--- src/scegen_pkg.sv ---
// Shared types, constants and codes of the static colormap entry generator.
package scegen_pkg;

   localparam int IndexBits     = 10;
   localparam int OutBits       = 16;
   localparam int MaskBits      = 32;
   localparam int CountBits     = 11;
   localparam int BpcBits       = 5;
   localparam int KindBits      = 2;
   localparam int NumLanes      = 3;
   localparam int Div1Bits      = IndexBits + OutBits;
   localparam int QuoBits       = Div1Bits + OutBits;
   localparam int StepBits      = $clog2(QuoBits + 1);
   localparam int QueueDepth    = 2;
   localparam int CsrIndexBits  = 3;

   typedef enum logic [KindBits-1:0] {
      KIND_STATIC_GRAY  = 2'd0,
      KIND_STATIC_COLOR = 2'd1,
      KIND_TRUE_COLOR   = 2'd2,
      KIND_OTHER        = 2'd3
   } visual_kind_type;

   localparam logic [CsrIndexBits-1:0] CSR_VISUAL_KIND = 3'd0;
   localparam logic [CsrIndexBits-1:0] CSR_BPC         = 3'd1;
   localparam logic [CsrIndexBits-1:0] CSR_ENTRY_COUNT = 3'd2;
   localparam logic [CsrIndexBits-1:0] CSR_RED_MASK    = 3'd3;
   localparam logic [CsrIndexBits-1:0] CSR_GREEN_MASK  = 3'd4;
   localparam logic [CsrIndexBits-1:0] CSR_BLUE_MASK   = 3'd5;

   typedef struct packed {
      logic [IndexBits-1:0] num;
      logic [MaskBits-1:0]  den;
      logic                 norm;
      logic                 cut;
   } lane_task_type;

   typedef struct packed {
      logic                               skip;
      logic [BpcBits-1:0]                 bpc;
      lane_task_type [NumLanes-1:0]       lane;
   } task_type;

   typedef enum logic [2:0] {
      LANE_IDLE,
      LANE_NORM,
      LANE_DIV1,
      LANE_DIV2,
      LANE_DONE
   } lane_state_type;

   typedef struct packed {
      logic start;
      logic ack;
   } lane_ctrl_type;

   typedef struct packed {
      logic               idle;
      logic               done;
      logic               fault;
      logic [OutBits-1:0] value;
   } lane_status_type;

endpackage

--- src/scegen_front.sv ---
// Front part: configuration registers and classification of each item.
module scegen_front (
   input  logic                                  clock,
   input  logic                                  reset,
   input  logic                                  csr_write_enable,
   input  logic [scegen_pkg::CsrIndexBits-1:0]   csr_index,
   input  logic [scegen_pkg::MaskBits-1:0]       csr_write_data,
   input  logic [scegen_pkg::IndexBits-1:0]      req_entry_index,
   output scegen_pkg::task_type                  task_out
);

   logic [scegen_pkg::KindBits-1:0]  visual_kind_ff;
   logic [scegen_pkg::BpcBits-1:0]   bpc_ff;
   logic [scegen_pkg::CountBits-1:0] entry_count_ff;
   logic [scegen_pkg::MaskBits-1:0]  mask_ff [scegen_pkg::NumLanes];

   always_ff @(posedge clock) begin
      if (reset) begin
         visual_kind_ff <= scegen_pkg::KIND_TRUE_COLOR;
         bpc_ff         <= 5'd8;
         entry_count_ff <= 11'd256;
         mask_ff[0]     <= 32'h0000_00FF;
         mask_ff[1]     <= 32'h0000_FF00;
         mask_ff[2]     <= 32'h00FF_0000;
      end else if (csr_write_enable) begin
         case (csr_index)
            scegen_pkg::CSR_VISUAL_KIND: visual_kind_ff <= csr_write_data[scegen_pkg::KindBits-1:0];
            scegen_pkg::CSR_BPC:         bpc_ff         <= csr_write_data[scegen_pkg::BpcBits-1:0];
            scegen_pkg::CSR_ENTRY_COUNT: entry_count_ff <= csr_write_data[scegen_pkg::CountBits-1:0];
            scegen_pkg::CSR_RED_MASK:    mask_ff[0]     <= csr_write_data;
            scegen_pkg::CSR_GREEN_MASK:  mask_ff[1]     <= csr_write_data;
            scegen_pkg::CSR_BLUE_MASK:   mask_ff[2]     <= csr_write_data;
            default: ;
         endcase
      end
   end

   logic [scegen_pkg::CountBits-1:0] grey_span;
   logic                             in_range;
   logic                             is_colour;
   logic                             is_cut;

   always_comb begin
      grey_span = entry_count_ff - 11'd1;
      in_range  = {1'b0, req_entry_index} < entry_count_ff;
      is_colour = (visual_kind_ff == scegen_pkg::KIND_TRUE_COLOR) ||
                  (visual_kind_ff == scegen_pkg::KIND_STATIC_COLOR);
      is_cut    = (visual_kind_ff == scegen_pkg::KIND_STATIC_COLOR);
      task_out.skip = (visual_kind_ff == scegen_pkg::KIND_OTHER) || !in_range;
      task_out.bpc  = (bpc_ff > 5'd16) ? 5'd16 : bpc_ff;
      for (int i = 0; i < scegen_pkg::NumLanes; i++) begin
         if (is_colour) begin
            task_out.lane[i].num  = is_cut ?
               (req_entry_index & mask_ff[i][scegen_pkg::IndexBits-1:0]) : req_entry_index;
            task_out.lane[i].den  = mask_ff[i];
            task_out.lane[i].norm = 1'b1;
            task_out.lane[i].cut  = is_cut;
         end else begin
            task_out.lane[i].num  = req_entry_index;
            task_out.lane[i].den  = {{(scegen_pkg::MaskBits-scegen_pkg::CountBits){1'b0}},
                                     grey_span};
            task_out.lane[i].norm = 1'b0;
            task_out.lane[i].cut  = 1'b0;
         end
      end
   end

endmodule

--- src/scegen_queue.sv ---
// Short queue of classified items between the front and back parts.
module scegen_queue (
   input  logic                 clock,
   input  logic                 reset,
   input  logic                 push,
   input  scegen_pkg::task_type push_data,
   input  logic                 pop,
   output logic                 full,
   output logic                 empty,
   output scegen_pkg::task_type head
);

   localparam int PtrBits   = $clog2(scegen_pkg::QueueDepth);
   localparam int CountBits = $clog2(scegen_pkg::QueueDepth + 1);

   scegen_pkg::task_type slots_ff [scegen_pkg::QueueDepth];
   logic [PtrBits-1:0]   wr_ptr_ff, wr_ptr_in;
   logic [PtrBits-1:0]   rd_ptr_ff, rd_ptr_in;
   logic [CountBits-1:0] count_ff, count_in;

   assign full  = (count_ff == CountBits'(scegen_pkg::QueueDepth));
   assign empty = (count_ff == '0);
   assign head  = slots_ff[rd_ptr_ff];

   always_comb begin
      wr_ptr_in = wr_ptr_ff;
      rd_ptr_in = rd_ptr_ff;
      count_in  = count_ff;
      if (push) begin
         wr_ptr_in = (wr_ptr_ff == PtrBits'(scegen_pkg::QueueDepth - 1)) ? '0 : wr_ptr_ff + 1'b1;
      end
      if (pop) begin
         rd_ptr_in = (rd_ptr_ff == PtrBits'(scegen_pkg::QueueDepth - 1)) ? '0 : rd_ptr_ff + 1'b1;
      end
      if (push && !pop) begin
         count_in = count_ff + 1'b1;
      end else if (pop && !push) begin
         count_in = count_ff - 1'b1;
      end
   end

   always_ff @(posedge clock) begin
      if (reset) begin
         wr_ptr_ff <= '0;
         rd_ptr_ff <= '0;
         count_ff  <= '0;
      end else begin
         wr_ptr_ff <= wr_ptr_in;
         rd_ptr_ff <= rd_ptr_in;
         count_ff  <= count_in;
      end
   end

   always_ff @(posedge clock) begin
      if (push) begin
         slots_ff[wr_ptr_ff] <= push_data;
      end
   end

endmodule

--- src/scegen_lane.sv ---
// One channel lane: offset normalisation and two radix-2 restoring divisions.
module scegen_lane (
   input  logic                      clock,
   input  logic                      reset,
   input  scegen_pkg::lane_ctrl_type ctrl,
   input  scegen_pkg::lane_task_type lane_task,
   input  logic                      skip,
   input  logic [scegen_pkg::BpcBits-1:0] bpc,
   output scegen_pkg::lane_status_type status
);

   localparam int Q  = scegen_pkg::QuoBits;
   localparam int D1 = scegen_pkg::Div1Bits;
   localparam int OB = scegen_pkg::OutBits;
   localparam int MB = scegen_pkg::MaskBits;

   scegen_pkg::lane_state_type state_ff, state_in;
   logic [scegen_pkg::IndexBits-1:0] num_ff, num_in;
   logic [MB-1:0]                    div_ff, div_in;
   logic [MB-1:0]                    rem_ff, rem_in;
   logic [Q-1:0]                     quo_ff, quo_in;
   logic [scegen_pkg::StepBits-1:0]  cnt_ff, cnt_in;
   logic [scegen_pkg::BpcBits-1:0]   bpc_ff, bpc_in;
   logic                             norm_ff, norm_in;
   logic                             cut_ff, cut_in;
   logic [OB-1:0]                    value_ff, value_in;
   logic                             fault_ff, fault_in;

   logic [MB:0]     trial;
   logic [MB:0]     diff;
   logic            fit;
   logic [D1-1:0]   quotient1;
   logic [D1-1:0]   scaled;
   logic [Q-1:0]    dividend2;
   logic [D1-1:0]   dividend1;
   logic [OB:0]     lim;
   logic [scegen_pkg::BpcBits-1:0] sh;

   always_comb begin
      state_in = state_ff;
      num_in   = num_ff;
      div_in   = div_ff;
      rem_in   = rem_ff;
      quo_in   = quo_ff;
      cnt_in   = cnt_ff;
      bpc_in   = bpc_ff;
      norm_in  = norm_ff;
      cut_in   = cut_ff;
      value_in = value_ff;
      fault_in = fault_ff;

      trial     = {rem_ff, quo_ff[Q-1]};
      fit       = trial >= {1'b0, div_ff};
      diff      = trial - {1'b0, div_ff};
      quotient1 = quo_ff[D1-1:0];
      sh        = 5'(OB) - bpc_ff;
      scaled    = quotient1 >> sh;
      dividend2 = {scaled, {OB{1'b0}}} - Q'(scaled);
      dividend1 = {num_ff, {OB{1'b0}}} - D1'(num_ff);
      lim       = ((OB+1)'(1) << bpc_ff) - (OB+1)'(1);

      case (state_ff)
         scegen_pkg::LANE_IDLE: begin
            if (ctrl.start) begin
               num_in   = lane_task.num;
               div_in   = lane_task.den;
               norm_in  = lane_task.norm;
               cut_in   = lane_task.cut;
               bpc_in   = bpc;
               value_in = '0;
               fault_in = 1'b0;
               state_in = skip ? scegen_pkg::LANE_DONE : scegen_pkg::LANE_NORM;
            end
         end
         scegen_pkg::LANE_NORM: begin
            if (norm_ff && (div_ff != '0) && !div_ff[0]) begin
               div_in = div_ff >> 1;
               if (cut_ff) begin
                  num_in = num_ff >> 1;
               end
            end else if ((div_ff == '0) || (bpc_ff == '0)) begin
               fault_in = 1'b1;
               value_in = '0;
               state_in = scegen_pkg::LANE_DONE;
            end else begin
               quo_in   = {dividend1, {OB{1'b0}}};
               rem_in   = '0;
               cnt_in   = '0;
               state_in = scegen_pkg::LANE_DIV1;
            end
         end
         scegen_pkg::LANE_DIV1: begin
            if (cnt_ff == scegen_pkg::StepBits'(D1)) begin
               quo_in   = dividend2;
               rem_in   = '0;
               div_in   = {{(MB-OB){1'b0}}, lim[OB-1:0]};
               cnt_in   = '0;
               state_in = scegen_pkg::LANE_DIV2;
            end else begin
               rem_in = fit ? diff[MB-1:0] : trial[MB-1:0];
               quo_in = {quo_ff[Q-2:0], fit};
               cnt_in = cnt_ff + 1'b1;
            end
         end
         scegen_pkg::LANE_DIV2: begin
            if (cnt_ff == scegen_pkg::StepBits'(Q)) begin
               value_in = quo_ff[OB-1:0];
               state_in = scegen_pkg::LANE_DONE;
            end else begin
               rem_in = fit ? diff[MB-1:0] : trial[MB-1:0];
               quo_in = {quo_ff[Q-2:0], fit};
               cnt_in = cnt_ff + 1'b1;
            end
         end
         scegen_pkg::LANE_DONE: begin
            if (ctrl.ack) begin
               state_in = scegen_pkg::LANE_IDLE;
            end
         end
         default: state_in = scegen_pkg::LANE_IDLE;
      endcase
   end

   always_ff @(posedge clock) begin
      if (reset) begin
         state_ff <= scegen_pkg::LANE_IDLE;
      end else begin
         state_ff <= state_in;
      end
   end

   always_ff @(posedge clock) begin
      num_ff   <= num_in;
      div_ff   <= div_in;
      rem_ff   <= rem_in;
      quo_ff   <= quo_in;
      cnt_ff   <= cnt_in;
      bpc_ff   <= bpc_in;
      norm_ff  <= norm_in;
      cut_ff   <= cut_in;
      value_ff <= value_in;
      fault_ff <= fault_in;
   end

   assign status.idle  = (state_ff == scegen_pkg::LANE_IDLE);
   assign status.done  = (state_ff == scegen_pkg::LANE_DONE);
   assign status.fault = fault_ff;
   assign status.value = value_ff;

endmodule

--- src/scegen_back.sv ---
// Back part: three channel lanes and the result register.
module scegen_back (
   input  logic                 clock,
   input  logic                 reset,
   input  logic                 queue_empty,
   input  scegen_pkg::task_type queue_head,
   output logic                 queue_pop,
   input  logic                 rsp_pop,
   output logic                 rsp_empty,
   output logic [scegen_pkg::OutBits-1:0] rsp_red_value,
   output logic [scegen_pkg::OutBits-1:0] rsp_green_value,
   output logic [scegen_pkg::OutBits-1:0] rsp_blue_value,
   output logic                 rsp_entry_written,
   output logic                 rsp_divide_fault
);

   scegen_pkg::lane_ctrl_type   lane_ctrl;
   scegen_pkg::lane_status_type lane_status [scegen_pkg::NumLanes];

   logic lanes_idle;
   logic lanes_done;
   logic any_fault;
   logic out_free;

   logic                           written_ff, written_in;
   logic                           rsp_valid_ff, rsp_valid_in;
   logic [scegen_pkg::OutBits-1:0] red_ff, green_ff, blue_ff;
   logic                           rsp_written_ff, rsp_fault_ff;

   for (genvar i = 0; i < scegen_pkg::NumLanes; i++) begin : g_lane
      scegen_lane u_lane (
         .clock     (clock),
         .reset     (reset),
         .ctrl      (lane_ctrl),
         .lane_task (queue_head.lane[i]),
         .skip      (queue_head.skip),
         .bpc       (queue_head.bpc),
         .status    (lane_status[i])
      );
   end

   always_comb begin
      lanes_idle = 1'b1;
      lanes_done = 1'b1;
      any_fault  = 1'b0;
      for (int i = 0; i < scegen_pkg::NumLanes; i++) begin
         lanes_idle = lanes_idle & lane_status[i].idle;
         lanes_done = lanes_done & lane_status[i].done;
         any_fault  = any_fault | lane_status[i].fault;
      end
      out_free        = !rsp_valid_ff || rsp_pop;
      queue_pop       = !queue_empty && lanes_idle;
      lane_ctrl.start = queue_pop;
      lane_ctrl.ack   = lanes_done && out_free;
      written_in      = queue_pop ? !queue_head.skip : written_ff;
      if (lane_ctrl.ack) begin
         rsp_valid_in = 1'b1;
      end else if (rsp_pop) begin
         rsp_valid_in = 1'b0;
      end else begin
         rsp_valid_in = rsp_valid_ff;
      end
   end

   always_ff @(posedge clock) begin
      if (reset) begin
         rsp_valid_ff <= 1'b0;
      end else begin
         rsp_valid_ff <= rsp_valid_in;
      end
   end

   always_ff @(posedge clock) begin
      written_ff <= written_in;
      if (lane_ctrl.ack) begin
         red_ff         <= lane_status[0].value;
         green_ff       <= lane_status[1].value;
         blue_ff        <= lane_status[2].value;
         rsp_written_ff <= written_ff;
         rsp_fault_ff   <= any_fault;
      end
   end

   assign rsp_empty         = !rsp_valid_ff;
   assign rsp_red_value     = red_ff;
   assign rsp_green_value   = green_ff;
   assign rsp_blue_value    = blue_ff;
   assign rsp_entry_written = rsp_written_ff;
   assign rsp_divide_fault  = rsp_fault_ff;

   // An unwritten entry carries all-zero fields.
   a_skip_zero: assert property (@(posedge clock) disable iff (reset)
      (rsp_valid_ff && !rsp_written_ff) |->
         (red_ff == '0 && green_ff == '0 && blue_ff == '0 && !rsp_fault_ff))
      else $error("unwritten entry has non-zero fields");

   // A fault is only reported for an entry that is written.
   a_fault_written: assert property (@(posedge clock) disable iff (reset)
      (rsp_valid_ff && rsp_fault_ff) |-> rsp_written_ff)
      else $error("fault on an unwritten entry");

   // A waiting result is never overwritten before it is taken.
   a_no_overwrite: assert property (@(posedge clock) disable iff (reset)
      (rsp_valid_ff && !rsp_pop) |=> (rsp_valid_ff && $stable(red_ff) && $stable(blue_ff)))
      else $error("waiting result overwritten");

   // Lanes are only started together from idle.
   a_start_idle: assert property (@(posedge clock) disable iff (reset)
      lane_ctrl.start |=> !lanes_idle)
      else $error("lanes did not leave idle on start");

endmodule

--- src/static_colormap_entry_gen_unit.sv ---
// Top level of the static colormap entry generator.
//
// The block takes a colormap index and returns the 16-bit red, green and blue
// intensities of that entry for the configured visual class, together with a
// flag saying whether the entry is written and a flag raised when a channel
// divisor or the bits per channel was zero (that channel then reads 0). Items
// are pushed through a queue-like port and results are popped the same way.
// The front part holds the configuration and classifies each item; a two-item
// queue decouples it from the back part, where three channel lanes work in
// parallel and a result register holds the finished item until it is popped,
// while the next item is already being computed. Each lane first strips, in
// the colour classes only, the trailing zero bits of its mask one bit a cycle,
// then runs two radix-2 restoring divisions of 26 and 42 steps, each ending
// with a hand-over. An entry that is not written skips normalisation and both
// divisions, and a zero divisor ends a lane after normalisation. The lanes set
// the sustained rate. Configuration should be written only while the block is
// idle.
module static_colormap_entry_gen_unit (
   input  logic                                clock,
   input  logic                                reset,
   input  logic                                csr_write_enable,
   input  logic [scegen_pkg::CsrIndexBits-1:0] csr_index,
   input  logic [scegen_pkg::MaskBits-1:0]     csr_write_data,
   input  logic                                push,
   output logic                                full,
   input  logic [scegen_pkg::IndexBits-1:0]    req_entry_index,
   output logic                                empty,
   input  logic                                pop,
   output logic [scegen_pkg::OutBits-1:0]      rsp_red_value,
   output logic [scegen_pkg::OutBits-1:0]      rsp_green_value,
   output logic [scegen_pkg::OutBits-1:0]      rsp_blue_value,
   output logic                                rsp_entry_written,
   output logic                                rsp_divide_fault
);

   scegen_pkg::task_type front_task;
   scegen_pkg::task_type queue_head;
   logic                 queue_empty;
   logic                 queue_pop;
   logic                 accept;

   // An item is taken whenever the queue has room.
   assign accept = push && !full;

   scegen_front u_front (
      .clock            (clock),
      .reset            (reset),
      .csr_write_enable (csr_write_enable),
      .csr_index        (csr_index),
      .csr_write_data   (csr_write_data),
      .req_entry_index  (req_entry_index),
      .task_out         (front_task)
   );

   scegen_queue u_queue (
      .clock     (clock),
      .reset     (reset),
      .push      (accept),
      .push_data (front_task),
      .pop       (queue_pop),
      .full      (full),
      .empty     (queue_empty),
      .head      (queue_head)
   );

   scegen_back u_back (
      .clock             (clock),
      .reset             (reset),
      .queue_empty       (queue_empty),
      .queue_head        (queue_head),
      .queue_pop         (queue_pop),
      .rsp_pop           (pop),
      .rsp_empty         (empty),
      .rsp_red_value     (rsp_red_value),
      .rsp_green_value   (rsp_green_value),
      .rsp_blue_value    (rsp_blue_value),
      .rsp_entry_written (rsp_entry_written),
      .rsp_divide_fault  (rsp_divide_fault)
   );

endmodule
--- config.mk ---
export PLATFORM = sky130hd
export DESIGN_NAME = static_colormap_entry_gen_unit
export DESIGN_NICKNAME = d
export VERILOG_FILES = /design/src/scegen_pkg.sv /design/src/scegen_front.sv /design/src/scegen_queue.sv /design/src/scegen_lane.sv /design/src/scegen_back.sv /design/src/static_colormap_entry_gen_unit.sv
export SDC_FILE = /design/constraint.sdc
export NUM_CORES = 2
export LEC_CHECK = 0
export ABC_CLOCK_PERIOD_IN_PS = 12920
export BUFFER_PORTS_ARGS = -buffer_cell sky130_fd_sc_hd__buf_2
export CORE_MARGIN = 8
export CORE_UTILIZATION = 41
export DETAILED_ROUTE_END_ITERATION = 10
export GPL_TIMING_DRIVEN = 0
export SETUP_SLACK_MARGIN = 0.2
export SLEW_MARGIN = 40
export SYNTH_ARGS = -nofsm -noshare
export SYNTH_HDL_FRONTEND = slang
export SYNTH_SLANG_ARGS = --single-unit
--- constraint.sdc ---
create_clock -name clock -period 12.92 [get_ports clock]
set_input_delay 2.584 -clock clock [delete_from_list [all_inputs] [get_ports clock]]
set_output_delay 2.584 -clock clock [all_outputs]
set_load 0.01 [all_outputs]
==> results.md <==
* Outcome: finished, final reports clean
* Setup violators final at 0
* WP buf/inv at 9
* Tightest Pin Transition at just over 0.9 ns
* Antenna violations before repair at 9
* XOR/XNOR Fraction of Synth Area at 3.914%
* Post-synthesis sequential area ratio at ~50%
* Fin. max-slew vios at 0
* CP max stage delay at around 0.56 ns
* Mux contribution to synthesized area at 9.730%
* Critical R2R Launch: u_back.g_lane[2].u_lane.bpc_ff[0]
* DR iter-0 viols at 4416
* Syn-to-layout area delta at 13.37%
* Worst setup margin at approximately 4.5 ns
* Post-synthesis async set-or-reset flop share at 0%
* Clock Tree Buf Depth at 3
* Synth Area in Compound Gates at 14.93%
* Routed WL at 170.9 mm
* # hold bufs at CTS at 0
* # IOs at 102
* Critical-path maximum fanout at 11
* RSZ-0062 raised after global routing: no
* CTS clk-pin slew, worst paths at approximately 0.060 ns
* Family with the most delay on the worst path: buffers and inverters
* Total track usage at 23.30%
* Vias at 41552
* Max-slew headroom at 38.65%
* GRT overflow at 0
* Layout cells sized above 1 at 11.62%
* Area after DPL at 56610 um2
* Commonest non-fill, non-tap cell in the layout: edfxtp_1
* Clock tree from TritonCTS: yes
* Most frequent CP cell: clkbuf_1
* Synthesized net count at 5130
* Min Tclk post-route at 8.431 ns
* Max-cap violations at 0
* Path length in cells of the critical path at 25
* Clk_skew at 0.04380 ns
* Flops & latches, synth at roughly 900
* CTS sink count at 886
* Post-synthesis cell type count at 100
* Setup crit end: u_back.g_lane[2].u_lane.quo_ff[41]
* Achievable frequency at 118.6 MHz
* Setup Fix Bufs, Post-CTS at 0
* Vias in the first global route at 39731
* Final hold vios at 0
* Die Wd at roughly 380 um
* Capture point of the worst reg-to-reg path: u_back.g_lane[2].u_lane.quo_ff[41]
* Initial DRT Pass Iterations at 6
* Die height at about 380 um
* Post_cts resized at 0
* Clock insertion delay at the later pin of the skew report at 0.72 ns
* Routability cong. at 0.9786
* Largest family of logic cells by synthesized area: compound AO/OA/AOI/OAI gates
* CP Class: register to register
* Pre-CTS setup slack at 4.656 ns
* Simple-Gate Fraction of Synth Area at 14.12%
* Avg WL per Cell at 24.49 um
* DRC at 0
* # rows at 132
* R2R depth at 25
* Root Buffer: clkbuf_16
* R2r setup slk at 4.49 ns
* Crit. End Element: register
* Most frequent cells in the layout: edfxtp_1 (853), nand2_1 (439), o21ai_0 (367), nor2_1 (325), a21oi_1 (243)
* Avg Cell Area, Syn at 10.81 um2
* Largest net degree at the start of global routing at 39
* H-tree depth at 3
* Starting Density at 41.11%
* Post-synth EDFFs at approximately 850
* Worst path required time at 13.34 ns
* Crit path from: u_back.g_lane[2].u_lane.bpc_ff[0]
* Slowest cell on crit path: clkbuf_1
* Synthesized instance count at 4908
* CTS buffer count at 97
* Core area at 129000 um2
* Worst setup SP type: register
* Prevailing post-synth register cell: edfxtp_1
* Final Cycle Share at 65.25%
* First-pass GRT wire length at 254.8 mm
* Vias per cell at between 5 and 6
* Buffers on Ports at 100
* Critical path data arrival time at 8.85 ns
* Nets at between 5000 and 6000
* Synthesized cell area at roughly 53000 um2
* Yosys Warn Count at 0
* Setup TNS at 0 ns
* Hold Path Class: register to register
* Post-Synth Adder-Cell Area at 4.119%
* DP HPWL at 129.6 mm
* Die area at 141100 um2
* Fin area at 60120 um2
* Cell total after placement at around 6800
* Antenna-violating nets left at 0
* Cell Count, Final, Fillers Out at 6979
## metrics by stage
step / hold slack (ns) / util (%)
final: 0.4149 / 46.61
after global routing: 0.4223 / 46.60
after CTS: 0.4146 / 46.57
after detailed placement: 0.4045 / 43.89
after global placement: 0.4004 / 43.19
after floorplan: 0.4003 / -
## cells in the mapped netlist (11+ instances only)
| cell | count | share of area (%) |
|---|---|---|
| o21a_1 | 71 | 1.0 |
| dfxtp_1 | 33 | 1.2 |
| nand2b_1 | 74 | 0.87 |
| o31ai_1 | 29 | 0.41 |
| and3_1 | 84 | 0.99 |
| buf_1 | 33 | 0.23 |
| inv_1 | 217 | 1.5 |
| mux2_2 | 64 | 1.4 |
| nand2_1 | 439 | 3.1 |
| o21bai_1 | 19 | 0.27 |
| a21boi_0 | 11 | 0.16 |
| nand3b_1 | 16 | 0.23 |
| a22o_1 | 11 | 0.18 |
| and2_1 | 54 | 0.64 |
| xor2_1 | 93 | 1.5 |
| a32oi_1 | 12 | 0.20 |
| nand4_1 | 35 | 0.41 |
| o22ai_1 | 37 | 0.44 |
| o21ai_0 | 371 | 3.5 |
| a31o_2 | 11 | 0.18 |
| a31oi_1 | 27 | 0.32 |
| or2_2 | 20 | 0.24 |
| a21o_1 | 71 | 1.0 |
| or4_1 | 17 | 0.24 |
| nand3_1 | 114 | 1.1 |
| nor2_1 | 330 | 2.3 |
| edfxtp_1 | 853 | 48 |
| a211oi_1 | 40 | 0.57 |
| nor2b_1 | 105 | 1.2 |
| o211ai_1 | 38 | 0.54 |
| ha_1 | 169 | 4.0 |
| buf_2 | 23 | 0.22 |
| nor4_1 | 49 | 0.58 |
| a21oi_1 | 244 | 2.3 |
| clkbuf_1 | 199 | 1.4 |
| or3_1 | 27 | 0.32 |
| a211o_1 | 16 | 0.26 |
| nor3_1 | 75 | 0.71 |
| mux4_2 | 94 | 4.0 |
| nor3b_1 | 20 | 0.28 |
| xnor2_1 | 144 | 2.4 |
| o221ai_1 | 50 | 0.83 |
| a22oi_1 | 41 | 0.58 |
| mux2i_1 | 232 | 4.4 |
## sequential cells by signal, summed over array words and instances (netlist names), 15 cells and up, named ones only
signal / count
u_back.g_lane.u_lane.bpc_ff: 15
u_back.g_lane.u_lane.cnt_ff: 18
u_back.g_lane.u_lane.div_ff: 96
u_back.g_lane.u_lane.num_ff: 30
u_back.g_lane.u_lane.quo_ff: 126
u_back.g_lane.u_lane.rem_ff: 96
u_back.g_lane.u_lane.value_ff: 48
u_back.rsp_blue_value: 16
u_back.rsp_green_value: 16
u_back.rsp_red_value: 16
u_front.mask_ff: 96
u_queue.slots_ff: 268
## worst reg2reg max path, cell delays in order (launching register included)
cell and delay (ns):
edfxtp_1 0.49, buf_2 0.34, clkbuf_1 0.41, clkinv_1 0.41
clkbuf_1 0.45, ha_1 0.40, nor3b_1 0.17, ha_1 0.36
clkbuf_1 0.49, clkbuf_1 0.56, clkbuf_1 0.50, buf_1 0.49
nand2_1 0.09, o21ai_0 0.21, inv_1 0.09, ha_1 0.35
a21o_1 0.18, a21o_1 0.20, a21oi_1 0.24, a21o_1 0.17
nand4_1 0.11, a211o_1 0.33, a31oi_2 0.49, nand4b_1 0.18
xnor2_1 0.22, o221ai_1 0.20
## layer usage
metal  up-vias  track usage, %  part of all wire, %
met1     20536           32.71                   44
li1      18995               -                    -
met5         -               0                0.025
met3       292           3.334                  7.2
met4         6           6.705                  2.7
met2      1723           37.59                   46
## final cells by class
class	count	area, um2
well taps	1742	2180
diodes	5	12.51
plain buffers	266	1109
clock buffers	110	2537
inverters	224	840.8
multi-input cells	3532	25070
repair buffers	144	1187
fillers	11986	68860
flip-flops and latches	886	26280
clock inverters	70	917.1
## how the worst min path moves through the flow
stage,from,to,cells past startpoint
2_1_floorplan,u_back.g_lane[2].u_lane.value_ff[0],u_back.rsp_blue_value[0],0
3_3_place_gp,u_back.g_lane[0].u_lane.value_ff[4],u_back.rsp_red_value[4],0
3_5_place_dp,u_back.g_lane[1].u_lane.value_ff[3],u_back.rsp_green_value[3],0
4_1_cts,u_back.g_lane[0].u_lane.value_ff[0],u_back.rsp_red_value[0],0
5_1_grt,u_back.g_lane[0].u_lane.value_ff[6],u_back.rsp_red_value[6],0
6_report,u_back.g_lane[0].u_lane.value_ff[0],u_back.rsp_red_value[0],0
## kinds of logic (layout without fill, tap and decap cells)
| family | Yosys count | after routing |
|---|---|---|
| fa+ha+maj | 173 | 173 |
| compound gates | 1226 | 1226 |
| flops | 886 | 886 |
| mux | 390 | 390 |
| xor+xnor | 237 | 237 |
| other cells | 0 | 5 |
| buf+inv | 490 | 814 |
| simple gates | 1506 | 1506 |
Power is left out: the tool's default activity adds up to more than one toggle a clock period on the data nets, which glitch-free logic cannot reach.
